**config.mk**
```make
export PLATFORM = sky130hd
export DESIGN_NAME = stereo_linked_downward_expander_flat
export DESIGN_NICKNAME = d
export VERILOG_FILES = /design/src/hw/rtl/sldx_pkg.sv /design/src/hw/rtl/sldx_in_if.sv /design/src/hw/rtl/sldx_out_if.sv /design/src/hw/rtl/sldx_dp.sv /design/src/hw/rtl/sldx_ctrl.sv /design/src/hw/rtl/stereo_linked_downward_expander.sv /design/src/flat_wrapper.sv
export SDC_FILE = /design/constraint.sdc
export NUM_CORES = 2
export LEC_CHECK = 0
export CAP_MARGIN = 20
export CORE_MARGIN = 10
export CORE_UTILIZATION = 52
export DETAILED_ROUTE_END_ITERATION = 6
export DONT_BUFFER_PORTS = 1
export GPL_ROUTABILITY_DRIVEN = 0
export PLACE_DENSITY_LB_ADDON = 0.2
export SLEW_MARGIN = 20
export SYNTH_ARGS = -nofsm -noshare
export SYNTH_HDL_FRONTEND = slang
export SYNTH_HIERARCHICAL = 1
export SYNTH_SLANG_ARGS = --single-unit
```
**constraint.sdc**
```tcl
create_clock -name clk -period 19.3 [get_ports clk]
set_input_delay 0.965 -clock clk [delete_from_list [all_inputs] [get_ports clk]]
set_output_delay 0.965 -clock clk [all_outputs]
set_load 0.005 [all_outputs]
```
**src/hw/rtl/sldx_pkg.sv**
```systemverilog
// Shared types, constants and constant functions for the stereo-linked downward expander.
// No dependencies; every other file imports this package.
`timescale 1ns / 1ps
package sldx_pkg;

  localparam int SLDX_SAMPLE_BITS = 24;
  localparam int MUL_W            = 32;
  localparam int CFG_AW           = 5;
  localparam int CFG_DW           = 32;

  localparam int LEVEL_FLOOR_MAG  = 30720;   // -120 dB in Q8.8
  localparam int GAIN_FLOOR_MAG   = 23040;   // -90 dB in Q8.8
  localparam int DB_PER_LOG2      = 394566;  // 20*log10(2) in Q.16
  localparam int LOG2_PER_DB      = 2786635; // 1/(20*log10(2)) in Q.16 scaled for Q8.8 input

  localparam int LOG_STEPS        = 16;
  localparam int DIV_STEPS        = 17;
  localparam int EXP_STEPS        = 16;

  localparam logic signed [14:0] THRESHOLD_RST = -15'sd7680;
  localparam logic [11:0]        RATIO_RST     = 12'd512;
  localparam logic [15:0]        ATTACK_RST    = 16'd64185;
  localparam logic [15:0]        RELEASE_RST   = 16'd65522;
  localparam logic signed [15:0] FLOOR_RST     = -16'sd15360;
  localparam logic [12:0]        KNEE_RST      = 13'd1536;

  typedef enum logic [2:0] {
    REG_THRESHOLD = 3'd0,
    REG_RATIO     = 3'd1,
    REG_ATTACK    = 3'd2,
    REG_RELEASE   = 3'd3,
    REG_FLOOR     = 3'd4,
    REG_KNEE      = 3'd5
  } reg_idx_t;

  typedef struct packed {
    logic signed [14:0] threshold_db;
    logic [11:0]        expansion_ratio;
    logic [15:0]        attack_coeff;
    logic [15:0]        release_coeff;
    logic signed [15:0] range_floor_db;
    logic [12:0]        knee_width_db;
  } cfg_t;

  typedef enum logic [3:0] {
    DP_NOP,
    DP_LOAD,
    DP_LOG,
    DP_LEVEL,
    DP_ENV,
    DP_GAIN,
    DP_NUM,
    DP_DIV,
    DP_CLAMP,
    DP_L2,
    DP_EXP,
    DP_SHIFT,
    DP_OUTL,
    DP_OUTR
  } dp_op_t;

  typedef struct packed {
    dp_op_t     op;
    logic [3:0] idx;
  } dp_cmd_t;

  typedef struct packed {
    logic knee_sel;
  } dp_stat_t;

  typedef enum logic [3:0] {
    ST_IDLE,
    ST_LOG,
    ST_LEVEL,
    ST_ENV,
    ST_GAIN,
    ST_NUM,
    ST_DIV,
    ST_CLAMP,
    ST_L2,
    ST_EXP,
    ST_SHIFT,
    ST_OUTL,
    ST_OUTR
  } ctrl_state_t;

  function automatic logic [63:0] isqrt64(input logic [63:0] v);
    logic [63:0] rem;
    logic [63:0] res;
    logic [63:0] bitv;
    rem  = v;
    res  = 64'd0;
    bitv = 64'h4000_0000_0000_0000;
    for (int k = 0; k < 32; k++) begin
      if (rem >= res + bitv) begin
        rem = rem - (res + bitv);
        res = (res >> 1) + bitv;
      end else begin
        res = res >> 1;
      end
      bitv = bitv >> 2;
    end
    return res;
  endfunction

  // Q2.30 factor 2^(-2^(idx-16)), built by repeated square roots of 0.5
  function automatic logic [31:0] lin_coeff(input int idx);
    logic [63:0] c;
    c = 64'd1 << 29;
    for (int k = 15; k >= 0; k--) begin
      if (k >= idx) begin
        c = isqrt64(c << 30);
      end
    end
    return c[31:0];
  endfunction

endpackage

```
**src/hw/rtl/sldx_in_if.sv**
```systemverilog
// Input channel: one stereo pair per request, valid/ready handshake.
// Depends on sldx_pkg.
`timescale 1ns / 1ps
interface sldx_in_if
  import sldx_pkg::*;
#(
  parameter int SAMPLE_BITS = SLDX_SAMPLE_BITS
) ();
  logic                          valid;
  logic                          ready;
  logic signed [SAMPLE_BITS-1:0] left_sample;
  logic signed [SAMPLE_BITS-1:0] right_sample;

  modport source (output valid, output left_sample, output right_sample, input ready);
  modport sink   (input valid, input left_sample, input right_sample, output ready);
endinterface

```
**src/hw/rtl/sldx_out_if.sv**
```systemverilog
// Result channel: scaled stereo pair plus applied gain, valid/ready handshake.
// Depends on sldx_pkg.
`timescale 1ns / 1ps
interface sldx_out_if
  import sldx_pkg::*;
#(
  parameter int SAMPLE_BITS = SLDX_SAMPLE_BITS
) ();
  logic                          valid;
  logic                          ready;
  logic signed [SAMPLE_BITS-1:0] left_out;
  logic signed [SAMPLE_BITS-1:0] right_out;
  logic signed [15:0]            gain_db;

  modport source (output valid, output left_out, output right_out, output gain_db, input ready);
  modport sink   (input valid, input left_out, input right_out, input gain_db, output ready);
endinterface

```
**src/hw/rtl/sldx_dp.sv**
```systemverilog
// Datapath: shared 32x32 multiplier, log/exp iterations, envelope, knee divider, output regs.
// Depends on sldx_pkg; driven by sldx_ctrl commands.
`timescale 1ns / 1ps
module sldx_dp
  import sldx_pkg::*;
#(
  parameter int SAMPLE_BITS = SLDX_SAMPLE_BITS
) (
  input  logic                          clk,
  input  logic                          rst_n,
  input  dp_cmd_t                       cmd,
  input  cfg_t                          cfg,
  input  logic signed [SAMPLE_BITS-1:0] in_left,
  input  logic signed [SAMPLE_BITS-1:0] in_right,
  output dp_stat_t                      stat,
  output logic signed [SAMPLE_BITS-1:0] left_out,
  output logic signed [SAMPLE_BITS-1:0] right_out,
  output logic signed [15:0]            gain_db
);

  // Q2.30 factors for the fraction bits of -log2(gain)
  logic [31:0] c_tab [EXP_STEPS];
  for (genvar gi = 0; gi < EXP_STEPS; gi++) begin : g_ctab
    localparam logic [31:0] CVAL = lin_coeff(gi);
    assign c_tab[gi] = CVAL;
  end

  // sample capture
  logic                   l_neg_r, r_neg_r;
  logic [SAMPLE_BITS-1:0] al_r, ar_r;
  logic                   pk_zero_r;
  logic [4:0]             e_r;
  // level
  logic [31:0]            m_r;
  logic [15:0]            frac_r;
  logic signed [15:0]     target_r;
  logic signed [15:0]     env_r;
  // gain
  logic [27:0]            ww_r;
  logic [23:0]            rem_r;
  logic [16:0]            quo_r;
  logic [20:0]            gmag_r;
  logic [19:0]            l_r;
  logic [30:0]            g_r;
  logic [30:0]            lin_r;
  logic [SAMPLE_BITS-1:0] yl_r;
  logic [SAMPLE_BITS-1:0] lo_r, ro_r;
  logic [15:0]            gain_r;

  // load stage
  logic [SAMPLE_BITS-1:0] abs_l, abs_r, peak;
  logic [4:0]             lead;
  logic [31:0]            m0;

  always_comb begin
    abs_l = in_left[SAMPLE_BITS-1]  ? SAMPLE_BITS'(-in_left)  : SAMPLE_BITS'(in_left);
    abs_r = in_right[SAMPLE_BITS-1] ? SAMPLE_BITS'(-in_right) : SAMPLE_BITS'(in_right);
    peak  = (abs_l > abs_r) ? abs_l : abs_r;
    lead  = 5'd0;
    for (int k = 0; k < SAMPLE_BITS; k++) begin
      if (peak[k]) begin
        lead = 5'(k);
      end
    end
    m0 = 32'(peak) << (5'd31 - lead);
  end

  // shared multiplier operands
  logic [MUL_W-1:0]   mul_a, mul_b;
  logic [63:0]        prod;

  logic [20:0]        neg_lvl;
  logic signed [16:0] diff;
  logic [16:0]        dmag;
  logic [15:0]        coeff;
  logic signed [16:0] dgt;
  logic signed [18:0] d2, kn, wfull;
  logic [16:0]        ndm;
  logic [11:0]        slope;
  logic               knee_sel;

  always_comb begin
    neg_lvl  = {5'(SAMPLE_BITS - 1) - e_r, 16'd0} - {5'd0, frac_r};
    diff     = {env_r[15], env_r} - {target_r[15], target_r};
    dmag     = diff[16] ? 17'(-diff) : 17'(diff);
    coeff    = (target_r > env_r) ? cfg.attack_coeff : cfg.release_coeff;
    dgt      = {env_r[15], env_r} - {{2{cfg.threshold_db[14]}}, cfg.threshold_db};
    d2       = {dgt[16], dgt, 1'b0};
    kn       = {6'd0, cfg.knee_width_db};
    wfull    = kn - d2;
    ndm      = 17'(-dgt);
    slope    = (cfg.expansion_ratio < 12'd256) ? 12'd0 : cfg.expansion_ratio - 12'd256;
    knee_sel = (cfg.knee_width_db != 13'd0) && (d2 < kn) && (-d2 < kn);
  end

  assign stat.knee_sel = knee_sel;

  always_comb begin
    mul_a = '0;
    mul_b = '0;
    unique case (cmd.op)
      DP_LOG:   begin mul_a = m_r;                 mul_b = m_r;                   end
      DP_LEVEL: begin mul_a = 32'(neg_lvl);        mul_b = 32'(DB_PER_LOG2);      end
      DP_ENV:   begin mul_a = 32'(dmag);           mul_b = 32'(coeff);            end
      DP_GAIN: begin
        if (knee_sel) begin
          mul_a = 32'(wfull[13:0]);
          mul_b = 32'(wfull[13:0]);
        end else begin
          mul_a = 32'(slope);
          mul_b = 32'(ndm);
        end
      end
      DP_NUM:   begin mul_a = 32'(slope);          mul_b = 32'(ww_r);             end
      DP_L2:    begin mul_a = 32'(gmag_r[14:0]);   mul_b = 32'(LOG2_PER_DB);      end
      DP_EXP:   begin mul_a = 32'(g_r);            mul_b = c_tab[cmd.idx];        end
      DP_OUTL:  begin mul_a = 32'(al_r);           mul_b = 32'(lin_r);            end
      DP_OUTR:  begin mul_a = 32'(ar_r);           mul_b = 32'(lin_r);            end
      default:  begin mul_a = '0;                  mul_b = '0;                    end
    endcase
  end

  assign prod = {32'd0, mul_a} * {32'd0, mul_b};

  // post-multiply shaping
  logic [32:0]        sq;
  logic [40:0]        lvl_sum;
  logic [16:0]        lvl_mag;
  logic [33:0]        env_sum;
  logic [18:0]        env_rs;
  logic signed [18:0] env_new;
  logic [40:0]        nd;
  logic [24:0]        dtrial, den;
  logic               dge;
  logic [14:0]        fmag;
  logic [31:0]        shv;
  logic [3:0]         nsh;
  logic [63:0]        yprod;
  logic [SAMPLE_BITS-1:0] ymag;

  always_comb begin
    sq      = prod[63:31];
    lvl_sum = prod[40:0] + 41'd8388608;
    lvl_mag = lvl_sum[40:24];
    env_sum = prod[33:0] + 34'd32768;
    env_rs  = {1'b0, env_sum[33:16]};
    env_new = {{3{target_r[15]}}, target_r} + (diff[16] ? -$signed(env_rs) : $signed(env_rs));
    nd      = {1'b0, prod[39:0]} + {18'd0, cfg.knee_width_db, 10'd0};
    den     = {1'b0, cfg.knee_width_db, 11'd0};
    dtrial  = {rem_r, quo_r[16]};
    dge     = dtrial >= den;
    if (cfg.range_floor_db < -16'sd23040) begin
      fmag = 15'(GAIN_FLOOR_MAG);
    end else if (cfg.range_floor_db > 16'sd0) begin
      fmag = 15'd0;
    end else begin
      fmag = 15'(-cfg.range_floor_db);
    end
    nsh   = l_r[19:16];
    shv   = (nsh == 4'd0) ? 32'(g_r) : ((32'(g_r) >> (nsh - 4'd1)) + 32'd1) >> 1;
    yprod = prod + 64'd536870912;
    ymag  = yprod[SAMPLE_BITS+29:30];
  end

  always_ff @(posedge clk) begin
    if (!rst_n) begin
      env_r <= 16'sd0;
    end else if (cmd.op == DP_ENV) begin
      env_r <= env_new[15:0];
    end
  end

  always_ff @(posedge clk) begin
    case (cmd.op)
      DP_LOAD: begin
        l_neg_r   <= in_left[SAMPLE_BITS-1];
        r_neg_r   <= in_right[SAMPLE_BITS-1];
        al_r      <= abs_l;
        ar_r      <= abs_r;
        pk_zero_r <= (peak == '0);
        e_r       <= lead;
        m_r       <= m0;
        frac_r    <= 16'd0;
      end
      DP_LOG: begin
        m_r    <= sq[32] ? sq[32:1] : sq[31:0];
        frac_r <= {frac_r[14:0], sq[32]};
      end
      DP_LEVEL: begin
        if (pk_zero_r || lvl_mag >= 17'(LEVEL_FLOOR_MAG)) begin
          target_r <= -16'(LEVEL_FLOOR_MAG);
        end else begin
          target_r <= -$signed({1'b0, lvl_mag[14:0]});
        end
      end
      DP_GAIN: begin
        if (knee_sel) begin
          ww_r <= prod[27:0];
        end else if (dgt[16]) begin
          gmag_r <= 21'((prod[28:0] + 29'd128) >> 8);
        end else begin
          gmag_r <= 21'd0;
        end
      end
      DP_NUM: begin
        rem_r <= nd[40:17];
        quo_r <= nd[16:0];
      end
      DP_DIV: begin
        rem_r  <= dge ? 24'(dtrial - den) : dtrial[23:0];
        quo_r  <= {quo_r[15:0], dge};
        gmag_r <= {4'd0, quo_r[15:0], dge};
      end
      DP_CLAMP: begin
        if (gmag_r > 21'(fmag)) begin
          gmag_r <= 21'(fmag);
        end
      end
      DP_L2: begin
        l_r <= 20'((prod[36:0] + 37'd32768) >> 16);
        g_r <= 31'd1 << 30;
      end
      DP_EXP: begin
        if (l_r[cmd.idx]) begin
          g_r <= 31'((prod[60:0] + 61'd536870912) >> 30);
        end
      end
      DP_SHIFT: begin
        lin_r <= shv[30:0];
      end
      DP_OUTL: begin
        yl_r <= l_neg_r ? SAMPLE_BITS'(-ymag) : ymag;
      end
      DP_OUTR: begin
        lo_r   <= yl_r;
        ro_r   <= r_neg_r ? SAMPLE_BITS'(-ymag) : ymag;
        gain_r <= 16'(-gmag_r[15:0]);
      end
      default: ;
    endcase
  end

  assign left_out  = lo_r;
  assign right_out = ro_r;
  assign gain_db   = gain_r;

endmodule

```
**src/hw/rtl/sldx_ctrl.sv**
```systemverilog
// Sequencer for the expander datapath: steps one pair through the phases; the divider phases run only inside the knee.
// Depends on sldx_pkg.
`timescale 1ns / 1ps
module sldx_ctrl
  import sldx_pkg::*;
(
  input  logic     clk,
  input  logic     rst_n,
  input  logic     in_valid,
  input  logic     out_ready,
  input  dp_stat_t stat,
  output logic     in_ready,
  output logic     out_valid,
  output dp_cmd_t  cmd
);

  ctrl_state_t state_r, state_nxt;
  logic [4:0]  cnt_r, cnt_nxt;
  logic        out_valid_r, out_valid_nxt;
  logic        slot_free;

  assign slot_free = !out_valid_r || out_ready;

  always_ff @(posedge clk) begin
    if (!rst_n) begin
      state_r     <= ST_IDLE;
      cnt_r       <= 5'd0;
      out_valid_r <= 1'b0;
    end else begin
      state_r     <= state_nxt;
      cnt_r       <= cnt_nxt;
      out_valid_r <= out_valid_nxt;
    end
  end

  always_comb begin
    state_nxt     = state_r;
    cnt_nxt       = cnt_r;
    out_valid_nxt = out_valid_r && !out_ready;
    unique case (state_r)
      ST_IDLE: begin
        cnt_nxt = 5'd0;
        if (in_valid) state_nxt = ST_LOG;
      end
      ST_LOG: begin
        cnt_nxt = cnt_r + 5'd1;
        if (cnt_r == 5'(LOG_STEPS - 1)) begin
          state_nxt = ST_LEVEL;
          cnt_nxt   = 5'd0;
        end
      end
      ST_LEVEL: state_nxt = ST_ENV;
      ST_ENV:   state_nxt = ST_GAIN;
      ST_GAIN:  state_nxt = stat.knee_sel ? ST_NUM : ST_CLAMP;
      ST_NUM: begin
        state_nxt = ST_DIV;
        cnt_nxt   = 5'd0;
      end
      ST_DIV: begin
        cnt_nxt = cnt_r + 5'd1;
        if (cnt_r == 5'(DIV_STEPS - 1)) begin
          state_nxt = ST_CLAMP;
          cnt_nxt   = 5'd0;
        end
      end
      ST_CLAMP: state_nxt = ST_L2;
      ST_L2: begin
        state_nxt = ST_EXP;
        cnt_nxt   = 5'd0;
      end
      ST_EXP: begin
        cnt_nxt = cnt_r + 5'd1;
        if (cnt_r == 5'(EXP_STEPS - 1)) begin
          state_nxt = ST_SHIFT;
          cnt_nxt   = 5'd0;
        end
      end
      ST_SHIFT: state_nxt = ST_OUTL;
      ST_OUTL:  state_nxt = ST_OUTR;
      ST_OUTR: begin
        if (slot_free) begin
          state_nxt     = ST_IDLE;
          out_valid_nxt = 1'b1;
        end
      end
      default: state_nxt = ST_IDLE;
    endcase
  end

  always_comb begin
    cmd.op   = DP_NOP;
    cmd.idx  = cnt_r[3:0];
    in_ready = 1'b0;
    unique case (state_r)
      ST_IDLE: begin
        in_ready = 1'b1;
        if (in_valid) cmd.op = DP_LOAD;
      end
      ST_LOG:   cmd.op = DP_LOG;
      ST_LEVEL: cmd.op = DP_LEVEL;
      ST_ENV:   cmd.op = DP_ENV;
      ST_GAIN:  cmd.op = DP_GAIN;
      ST_NUM:   cmd.op = DP_NUM;
      ST_DIV:   cmd.op = DP_DIV;
      ST_CLAMP: cmd.op = DP_CLAMP;
      ST_L2:    cmd.op = DP_L2;
      ST_EXP: begin
        cmd.op  = DP_EXP;
        cmd.idx = ~cnt_r[3:0];   // fraction bit 15 first
      end
      ST_SHIFT: cmd.op = DP_SHIFT;
      ST_OUTL:  cmd.op = DP_OUTL;
      ST_OUTR:  cmd.op = slot_free ? DP_OUTR : DP_NOP;
      default:  cmd.op = DP_NOP;
    endcase
  end

  assign out_valid = out_valid_r;

endmodule

```
**src/hw/rtl/stereo_linked_downward_expander.sv**
```systemverilog
// Top level of the stereo-linked soft-knee downward expander.
// Depends on sldx_pkg, sldx_in_if, sldx_out_if, sldx_ctrl and sldx_dp.
//
//   channel    direction  handshake                 request content
//   in_chan    sink       valid/ready               left_sample, right_sample
//   out_chan   source     valid/ready               left_out, right_out, gain_db
//   APB        slave      psel/penable, pready=1    six config registers at 4*i
//
// A pair takes longer from accept to result when the envelope sits inside the knee,
// where a 17-step restoring divider plus setup runs. The time is set by the
// one shared multiplier: 16 squaring steps for log2, 16 product steps for the
// exponent, and the single-ported sequencing of the remaining phases.
// rst_n is synchronous; it clears the sequencer, the output valid and the
// envelope (0 dB) and loads the register defaults. A stalled result sits in the
// output register; the next pair is accepted and processed meanwhile and only
// waits in its last phase until the slot frees.
`timescale 1ns / 1ps
module stereo_linked_downward_expander
  import sldx_pkg::*;
#(
  parameter int SAMPLE_BITS = SLDX_SAMPLE_BITS
) (
  input  logic              clk,
  input  logic              rst_n,
  sldx_in_if.sink           in_chan,
  sldx_out_if.source        out_chan,
  input  logic              psel,
  input  logic              penable,
  input  logic              pwrite,
  input  logic [CFG_AW-1:0] paddr,
  input  logic [CFG_DW-1:0] pwdata,
  output logic [CFG_DW-1:0] prdata,
  output logic              pready
);

  cfg_t     cfg_r;
  dp_cmd_t  cmd;
  dp_stat_t stat;
  reg_idx_t reg_idx;
  logic     wr_en;
  logic     in_ready, out_valid;

  // register file; a write lands at the access phase
  assign pready  = 1'b1;
  assign wr_en   = psel && penable && pwrite && pready;
  assign reg_idx = reg_idx_t'(paddr[CFG_AW-1:2]);

  always_ff @(posedge clk) begin
    if (!rst_n) begin
      cfg_r.threshold_db    <= THRESHOLD_RST;
      cfg_r.expansion_ratio <= RATIO_RST;
      cfg_r.attack_coeff    <= ATTACK_RST;
      cfg_r.release_coeff   <= RELEASE_RST;
      cfg_r.range_floor_db  <= FLOOR_RST;
      cfg_r.knee_width_db   <= KNEE_RST;
    end else if (wr_en) begin
      unique case (reg_idx)
        REG_THRESHOLD: cfg_r.threshold_db    <= pwdata[14:0];
        REG_RATIO:     cfg_r.expansion_ratio <= pwdata[11:0];
        REG_ATTACK:    cfg_r.attack_coeff    <= pwdata[15:0];
        REG_RELEASE:   cfg_r.release_coeff   <= pwdata[15:0];
        REG_FLOOR:     cfg_r.range_floor_db  <= pwdata[15:0];
        REG_KNEE:      cfg_r.knee_width_db   <= pwdata[12:0];
        default: ;
      endcase
    end
  end

  always_comb begin
    unique case (reg_idx)
      REG_THRESHOLD: prdata = {17'd0, cfg_r.threshold_db};
      REG_RATIO:     prdata = {20'd0, cfg_r.expansion_ratio};
      REG_ATTACK:    prdata = {16'd0, cfg_r.attack_coeff};
      REG_RELEASE:   prdata = {16'd0, cfg_r.release_coeff};
      REG_FLOOR:     prdata = {16'd0, cfg_r.range_floor_db};
      REG_KNEE:      prdata = {19'd0, cfg_r.knee_width_db};
      default:       prdata = '0;
    endcase
  end

  sldx_ctrl u_ctrl (
    .clk       (clk),
    .rst_n     (rst_n),
    .in_valid  (in_chan.valid),
    .out_ready (out_chan.ready),
    .stat      (stat),
    .in_ready  (in_ready),
    .out_valid (out_valid),
    .cmd       (cmd)
  );

  sldx_dp #(
    .SAMPLE_BITS (SAMPLE_BITS)
  ) u_dp (
    .clk       (clk),
    .rst_n     (rst_n),
    .cmd       (cmd),
    .cfg       (cfg_r),
    .in_left   (in_chan.left_sample),
    .in_right  (in_chan.right_sample),
    .stat      (stat),
    .left_out  (out_chan.left_out),
    .right_out (out_chan.right_out),
    .gain_db   (out_chan.gain_db)
  );

  assign in_chan.ready  = in_ready;
  assign out_chan.valid = out_valid;

endmodule

```
**src/flat_wrapper.sv**
```systemverilog
// flat-port wrapper written by rule: the top's interface ports become plain ports
module stereo_linked_downward_expander_flat import sldx_pkg::*;
#(
  parameter int SAMPLE_BITS = SLDX_SAMPLE_BITS
)
  (clk, rst_n, psel, penable, pwrite, paddr, pwdata, prdata, pready, in_chan_valid, in_chan_left_sample, in_chan_right_sample, in_chan_ready, out_chan_valid, out_chan_left_out, out_chan_right_out, out_chan_gain_db, out_chan_ready);
  sldx_in_if #(.SAMPLE_BITS(SAMPLE_BITS)) in_chan_i ();
  sldx_out_if #(.SAMPLE_BITS(SAMPLE_BITS)) out_chan_i ();
  input  logic clk;
  input  logic rst_n;
  input  logic psel;
  input  logic penable;
  input  logic pwrite;
  input  logic [CFG_AW-1:0] paddr;
  input  logic [CFG_DW-1:0] pwdata;
  output logic [CFG_DW-1:0] prdata;
  output logic pready;
  input wire logic [$bits(in_chan_i.valid)-1:0] in_chan_valid;
  input wire logic [$bits(in_chan_i.left_sample)-1:0] in_chan_left_sample;
  input wire logic [$bits(in_chan_i.right_sample)-1:0] in_chan_right_sample;
  output wire logic [$bits(in_chan_i.ready)-1:0] in_chan_ready;
  output wire logic [$bits(out_chan_i.valid)-1:0] out_chan_valid;
  output wire logic [$bits(out_chan_i.left_out)-1:0] out_chan_left_out;
  output wire logic [$bits(out_chan_i.right_out)-1:0] out_chan_right_out;
  output wire logic [$bits(out_chan_i.gain_db)-1:0] out_chan_gain_db;
  input wire logic [$bits(out_chan_i.ready)-1:0] out_chan_ready;
  assign in_chan_i.valid = in_chan_valid;
  assign in_chan_i.left_sample = in_chan_left_sample;
  assign in_chan_i.right_sample = in_chan_right_sample;
  assign in_chan_ready = in_chan_i.ready;
  assign out_chan_valid = out_chan_i.valid;
  assign out_chan_left_out = out_chan_i.left_out;
  assign out_chan_right_out = out_chan_i.right_out;
  assign out_chan_gain_db = out_chan_i.gain_db;
  assign out_chan_i.ready = out_chan_ready;
  stereo_linked_downward_expander #(.SAMPLE_BITS(SAMPLE_BITS)) u_core (.clk(clk), .rst_n(rst_n), .in_chan(in_chan_i), .out_chan(out_chan_i), .psel(psel), .penable(penable), .pwrite(pwrite), .paddr(paddr), .pwdata(pwdata), .prdata(prdata), .pready(pready));
endmodule
```
**Word-level counts from Yosys, hierarchy flattened**

Memories as Yosys holds them, arrays and structs flattened.
Cells that the tools add are included.

- Register bits after elaboration: 494
- Bits in read-only memories: 512
- Input bits: 92
- Output and inout bits: 99
- Logic and storage cells: 222
- Memories kept: 1

- Add/sub/neg operators: 29
- Multipliers: 1
- $lt $le $gt $ge: 12
- Eq/ne operators: 40
- Shift-type cells: 2
- Mux-type cells: 73
- Bitwise gates (word level): 2
- Reductions and logical operators: 32

Memory list:

| name | depth | bits a word | read ports | clocked after memory_dff | write ports | RTL line | source |
|---|---|---|---|---|---|---|---|
| (no name shown) | 16 | 32 | 1 | 0 | 0 | sldx_dp.sv:116 | `DP_EXP: begin mul_a = 32'(g_r); mul_b = c_tab[cmd.idx]; end` |

Operators by type and width:

| kind | count |
|---|---|
| 32-bit case mux with 9 select lines | 1 |
| 32-bit case mux with 8 select lines | 1 |
| 24-bit 2-to-1 mux | 6 |
| 4-bit case mux with 13 select lines | 2 |
| 5-bit 2-to-1 mux | 20 |
| 32-bit 2-to-1 mux | 3 |
| 16-bit case mux with 6 select lines | 1 |
| 24-bit negator | 3 |
| 32-bit by 32-bit multiplier with 64-bit output | 1 |
| 32-bit case mux with 2 select lines | 1 |
| 21-bit 2-to-1 mux | 3 |
| 21-bit case mux with 3 select lines | 1 |
| 31-bit 2-to-1 mux | 2 |
| 31-bit case mux with 2 select lines | 1 |
| 61-bit by 30-bit adder with 61-bit output (second input constant) | 1 |
| 54-bit by 30-bit adder with 54-bit output (second input constant) | 1 |
| 24-bit case mux with 2 select lines | 1 |
| 4-bit equality test (second input constant) | 11 |
| 40-bit by 23-bit adder with 41-bit output | 1 |
| 41-bit by 24-bit adder with 41-bit output (second input constant) | 1 |
| 36-bit by 16-bit adder with 36-bit output (second input constant) | 1 |
| 17-bit 2-to-1 mux | 2 |
| 17-bit negator | 2 |
| 17-bit case mux with 2 select lines | 1 |
| other kinds (67) | 123 |

**Longest topological paths before layout**

- Depth after elaboration: 30
- Gate-level depth with buffers: 69
- Depth with buffers taken out: 66

**Hierarchy**

Netlist, hierarchy kept.

By module, submodules not included:

| module | times used | cells an instance | area each (sq um) | sequential area each (sq um) |
|---|---|---|---|---|
| sldx_dp | 1 | 7457 | 65547.9 | 11731.3 |
| stereo_linked_downward_expander | 1 | 464 | 4202.8 | 1761.7 |
| sldx_ctrl | 1 | 105 | 788.3 | 200.2 |

**Least setup slack after synthesis**

No wires, ideal clock.

- Path kind: input-to-reg
- Start: input port out_chan_ready
- End: register u_core.u_dp.ro_r[23], in the netlist u_core/u_dp/right_out[23], data pin
- Library setup time: 0.269 ns
- Arrival: 14.324 ns
- Data required time: 19.031 ns
- Slack: 4.708 ns
- Stages on the path: 47
- Buffers on the path: 7
- Path through: nor2b_1 -> o31ai_1 -> nand2_1 -> o21ai_0 -> clkbuf_1 -> nor2b_1 -> clkbuf_1 -> and3_1 -> clkbuf_1 -> a22oi_1 -> o211ai_1 -> a221o_1 -> clkbuf_1 -> clkbuf_1 -> nand2_1 -> fa_1 -> inv_1 -> fa_1 -> [... 11 more ...] -> clkbuf_1 -> o21ai_0 -> o21bai_1 -> a41o_1 -> a21oi_1 -> o31ai_1 -> a211oi_1 -> ha_1 -> o2111ai_1 -> nor3_1 -> and3_1 -> buf_4 -> nand4_2 -> or4_1 -> xor2_1 -> nand3b_1 -> o31ai_1 -> xor2_1

RTL lines:

| what | RTL line | source |
|---|---|---|
| start, declared | flat_wrapper.sv:26 | `input wire logic [$bits(out_chan_i.ready)-1:0] out_chan_ready;` |
| end signal, assigned | sldx_dp.sv:236 | `ro_r <= r_neg_r ? SAMPLE_BITS'(-ymag) : ymag;` |
| end, declared | sldx_dp.sv:47 | `logic [SAMPLE_BITS-1:0] lo_r, ro_r;` |

**Worst setup path in the final report**

- Start: register u_core.u_dp.env_r[0]
- End: register u_core.u_dp.target_r[10], data pin

- Cells in the longest elaborated chain, start to end: 10
- Elaborated cells on any way between the ends: 22
- Those cells by class: add/sub (8); mul (1); order compare (4); mux (6); reduce/logical (3)

Ends and longest elaborated chain:

| what | RTL line | source |
|---|---|---|
| start, declared | sldx_dp.sv:37 | `logic signed [15:0] env_r;` |
| start signal, assigned | sldx_dp.sv:169 | `env_r <= env_new[15:0];` |
| 16-bit by 15-bit subtractor with 17-bit output (*) | sldx_dp.sv:87 | `dgt = {env_r[15], env_r} - {{2{cfg.threshold_db[14]}}, cfg.threshold_db};` |
| 18-bit negator with 19-bit output or 18-bit by 14-bit < comparator with 1-bit output (tied branches) | sldx_dp.sv:93 | `knee_sel = (cfg.knee_width_db != 13'd0) && (d2 < kn) && (-d2 < kn);` |
| 19-bit by 14-bit < comparator with 1-bit output or 1-bit logical AND (tied branches) | sldx_dp.sv:93 |  |
| 1-bit logical AND (*) | sldx_dp.sv:93 |  |
| named net u_core.stat | stereo_linked_downward_expander.sv:38 | `dp_stat_t stat;` |
| 14-bit 2-to-1 mux or 17-bit 2-to-1 mux (tied branches) | sldx_dp.sv:106 | `if (knee_sel) begin` |
| 32-bit case mux with 9 select lines or 32-bit case mux with 8 select lines (tied branches) | sldx_dp.sv:101 | `unique case (cmd.op)` |
| 32-bit by 32-bit multiplier with 64-bit output (*) | sldx_dp.sv:123 | `assign prod = {32'd0, mul_a} * {32'd0, mul_b};` |
| 41-bit by 24-bit adder with 41-bit output (*) | sldx_dp.sv:143 | `lvl_sum = prod[40:0] + 41'd8388608;` |
| 17-bit by 15-bit >= comparator with 1-bit output | sldx_dp.sv:190 | `if (pk_zero_r \|\| lvl_mag >= 17'(LEVEL_FLOOR_MAG)) begin` |
| 1-bit logical OR | sldx_dp.sv:190 |  |
| end signal, assigned | sldx_dp.sv:191 | `target_r <= -16'(LEVEL_FLOOR_MAG);` |
| end signal, assigned | sldx_dp.sv:193 | `target_r <= -$signed({1'b0, lvl_mag[14:0]});` |
| end, declared | sldx_dp.sv:36 | `logic signed [15:0] target_r;` |

Mark *: on every way through the listed nets, which the timed path passes. The rest lies on a longest branch.
A chain may end at the register's enable or synchronous reset.

==> results.txt <==
The flow ran to the end, but the final reports show violations. The final reports fail on design-rule violations. The run gives 126 as the maximum number of pins on one net before global-route repair.

Synthesis produced a netlist whose cell count is 8,026. Ranked by total cell area, the synthesized netlist is headed by fa_1 26%, edfxtp_1 16%, ha_1 7.8%. The tools report the floorplan die area as 150,800 µm².

Of all nets on the critical path, the largest fanout is 20. From synthesis to final layout, the design area changed by 5.571%. The CTS sink count is 494, and the post-route minimum period is 17,930 ps. For this design the ratio of total power to cell area is 164.4 nW/µm². The post-cts resize count is 0, and the total via count in the routed design is 59.20k.

For the number of hold violations in the final report, the log shows 0. Final-report max-slew violation count: 0. The HPWL after detailed placement is 195,000 µm. The worst setup path is of the reg -> reg kind.

The netlist uses 121 different library cells. The later pin in the worst-skew pair is clocked with a latency of 660 ps. The floorplan core area was 135,100 µm²; the buffering stage count on the worst path with inverters included was 11.

The most heavily used metal layer in global routing was met2. For the pin with the worst max-slew slack, the measured transition is 1360 ps. The synthesized cell area is 70,540 µm². Port buffering added 0 buffers.

The met2 capacity usage during global routing is 0.4849. The tools report the Yosys warning count as 6. The logs give 0.5220 for the effective utilization at floorplan and 0 for the remaining global-route overflow. Sequential fraction of the synthesis area: 0.1941. The fraction of final layout cells sized beyond drive strength 1 is 0.06021, and the mean cell area of the mapped netlist is 8.789 µm².

The H-tree depth is 2, and the part of the cycle the worst path needs is 0.9289. Across the run, the number of max-cap violations was 0. On the critical path, the stage with the largest delay is an instance of or3_1.

The biggest area contributor in the post-synthesis netlist is fa_1. In this run, synthesis inferred 380 flip-flops with an integrated enable. In the synthesized netlist the dominant register cell turns out to be edfxtp_1. The clock input transition at the sequential cells of the worst setup and hold paths was 70 ps; the total length of routed wires was 243,000 µm. The die height is 388.3 µm. In the routed design, unresolved DRC markers number 26. After routing, the total negative slack on setup checks comes to 0 ps. The number of standard-cell rows in the floorplan is 135.

The run gives 0.3166 as the global router's overall resource usage. TritonCTS built the clock tree. Setup repair after global routing left no endpoint under its margin. The count of nets left with antenna violations once routing finished came out at 0. The worst setup path is captured at a register.

The data arrival time of the critical path was 18,270 ps; the routing usage on met3 was 0.09159. The mean routed wirelength per cell was 25.11 µm. For this run, the top clock speed supported by timing is 55.78 MHz.

Once layout is complete, the cells apart from fillers number 9,676. The first global-routing pass estimated 366,900 µm of wire. In this run the horizontal extent of the chip is 388.3 µm.

The cell sitting at the root of the clock tree is a clkbuf_16. The tools report the required time at the worst-slack endpoint as 19,640 ps. The async set or reset register ratio after synthesis came out at 0. The synthesized design contains 494 register bits. The logs give 3 for the clock tree buffer depth and 9,582 for the number of cells in the design after placement. After the last flow step, the layout net total stands at 9,285. VDD sags by at most 205.8 µV.

For the count of endpoints failing setup in the final report, the log shows 0. The tools report the number of buffers inserted by hold repair at cts as 0. For the via count of the first global-routing pass, the log shows 58.73k. The pre-antenna-repair detailed-routing pass consisted of 7 iterations. 191 I/O pins were placed. The startpoint type of the worst setup path is a register.

The family with the most delay on the worst path was simple AND/OR/NAND/NOR gates. After the first detailed-routing iteration, the DRC count stood at 6,624. The tools report the met1 track utilization from global routing as 0.4094. The analysis attributes to cell leakage a power of 32.91 nW. The delay of the slowest cell on the worst path works out to 860 ps. Using the TritonRoute via totals, the vias-per-cell ratio works out to 6.118.

Relative max-transition margin: 0.09354. The logs give 49 for the number of clock buffers inserted by TritonCTS and 32.37 ps for the setup skew after layout. The tightest min-delay check is of the in -> reg type.

The portion of synthesized cell area occupied by the leading cell type is 0.2560, and the number of antenna violations at the first check in global routing is 5. Post-CTS timing repair inserted 0 buffers for setup.
-- path summary, 6_finish.rpt --
path / start / end / slack, ps / cells past startpoint
setup / recovery: u_core/u_dp/env_r[0]$_SDFFE_PN0P_ / u_core/u_dp/target_r[10]$_SDFFCE_PP0P_ / 1370 / 54
hold / removal: rst_n / u_core/cfg_r[42]$_SDFFE_PN1P_ / 410 / 1
setup reg to reg: u_core/u_dp/env_r[0]$_SDFFE_PN0P_ / u_core/u_dp/target_r[10]$_SDFFCE_PP0P_ / 1370 / 54
hold reg to reg: u_core/u_dp/yl_r[2]$_DFFE_PN_ / u_core/u_dp/left_out[2]$_DFFE_PN_ / 420 / 0
-- stage by stage --
step	worst slack (ps)	hold WS (ps)	util	instance area (µm²)	power [mW]
5_1_grt	759.3	398.5	0.5510	74450	12.90
6_report	1373	413.9	0.5511	74470	12.25
3_3_place_gp	2405	402.4	0.5383	72730	10.73
3_5_place_dp	2259	404.5	0.5384	72760	10.85
2_1_floorplan	4708	400.3	-	70600	7.679
4_1_cts	2188	395.8	0.5508	74440	11.94
-- metal layers --
layer / part of all wire / routed length (µm) / vias up
met5: 0.000099 / 24 / -
met2: 0.44 / 107000 / 3160
met4: 0.061 / 14810 / 4
met3: 0.12 / 28950 / 639
li1: - / - / 25990
met1: 0.38 / 92190 / 29410
-- cells by family after synthesis --
group | after synthesis | synth area share
DFF | 494 | 0.1941
AOI/OAI and AO/OA | 1210 | 0.1171
muxes | 259 | 0.04269
other | 2 | 0.0001065
adders and majority gates | 1341 | 0.3339
buffers and inverters | 1669 | 0.09232
xor gates and xnor gates | 417 | 0.05208
and+or+nand+nor | 2634 | 0.1677
-- layout make-up --
type / instances / area (µm²)
clock buffers: 60 / 1330
fillers: 12310 / 60660
flip-flops and latches: 494 / 13690
multi-input cells: 5878 / 50820
clock inverters: 28 / 347.8
inverters: 1251 / 4698
repair buffers: 178 / 1336
diodes: 6 / 15.01
well taps: 1781 / 2228
-- registers in the layout (all words and copies together) (netlist names), 4 cells and up --
| register | cells |
|---|---|
| u_core/u_dp/right_out | 24 |
| u_core/u_dp/target_r | 16 |
| u_core/u_dp/quo_r | 17 |
| u_core/u_dp/gain_db | 16 |
| u_core/u_ctrl/state_r | 4 |
| u_core/u_dp/e_r | 5 |
| u_core/u_dp/rem_r | 24 |
| u_core/u_dp/m_r | 32 |
| u_core/u_dp/ar_r | 24 |
| u_core/u_dp/left_out | 24 |
| u_core/u_dp/lin_r | 31 |
| u_core/u_dp/gmag_r | 21 |
| u_core/cfg_r | 88 |
| u_core/u_ctrl/cnt_r | 5 |
| u_core/u_dp/al_r | 24 |
| u_core/u_dp/g_r | 31 |
| u_core/u_dp/frac_r | 16 |
| u_core/u_dp/ww_r | 28 |
| u_core/u_dp/l_r | 20 |
| u_core/u_dp/yl_r | 24 |
| u_core/u_dp/env_r | 16 |
-- where the power goes --
part	total (mW)	switching [mW]	internal [mW]
combinational	9.59	6.37	3.22
clock	1.03	0.468	0.565
sequential	1.62	0.109	1.51
total	12.2	6.95	5.30
-- cells in the mapped netlist (52+ instances only) --
| library cell | number |
|---|---|
| edfxtp_1 | 380 |
| nor3_1 | 99 |
| o21ai_0 | 278 |
| nor2_1 | 721 |
| nand2b_1 | 96 |
| and3_1 | 68 |
| mux2_2 | 52 |
| dfxtp_1 | 114 |
| and2_1 | 82 |
| inv_1 | 1245 |
| xor2_1 | 161 |
| mux2i_1 | 178 |
| ha_1 | 439 |
| fa_1 | 902 |
| buf_2 | 84 |
| a21oi_1 | 239 |
| a21o_1 | 75 |
| nand2_1 | 1102 |
| xnor2_1 | 254 |
| clkbuf_1 | 276 |
| nand3_1 | 174 |
-- layout by cell type, fill, tap and decap left out, types with 32 or more instances in the layout --
master and count:
ha_1 439, nand2_1 1101, o21ai_0 273, edfxtp_1 380
and3_1 67, nor2b_1 47, nor2_1 715, mux2i_1 178
xnor2_1 249, dfxtp_1 114, a22oi_1 33, nand4_1 48
buf_4 178, o21ai_1 32, o31ai_1 38, o21a_1 43
a21oi_1 238, fa_1 902, nand3_1 174, mux2_2 52
clkbuf_16 51, nand2b_1 96, nor3_1 94, and2_1 81
nor4_1 33, a31oi_1 40, a21o_1 75, a211oi_1 39
xor2_1 158, inv_1 1245, o211ai_1 42, or3_1 42
Power figures use the tool's default switching activity.
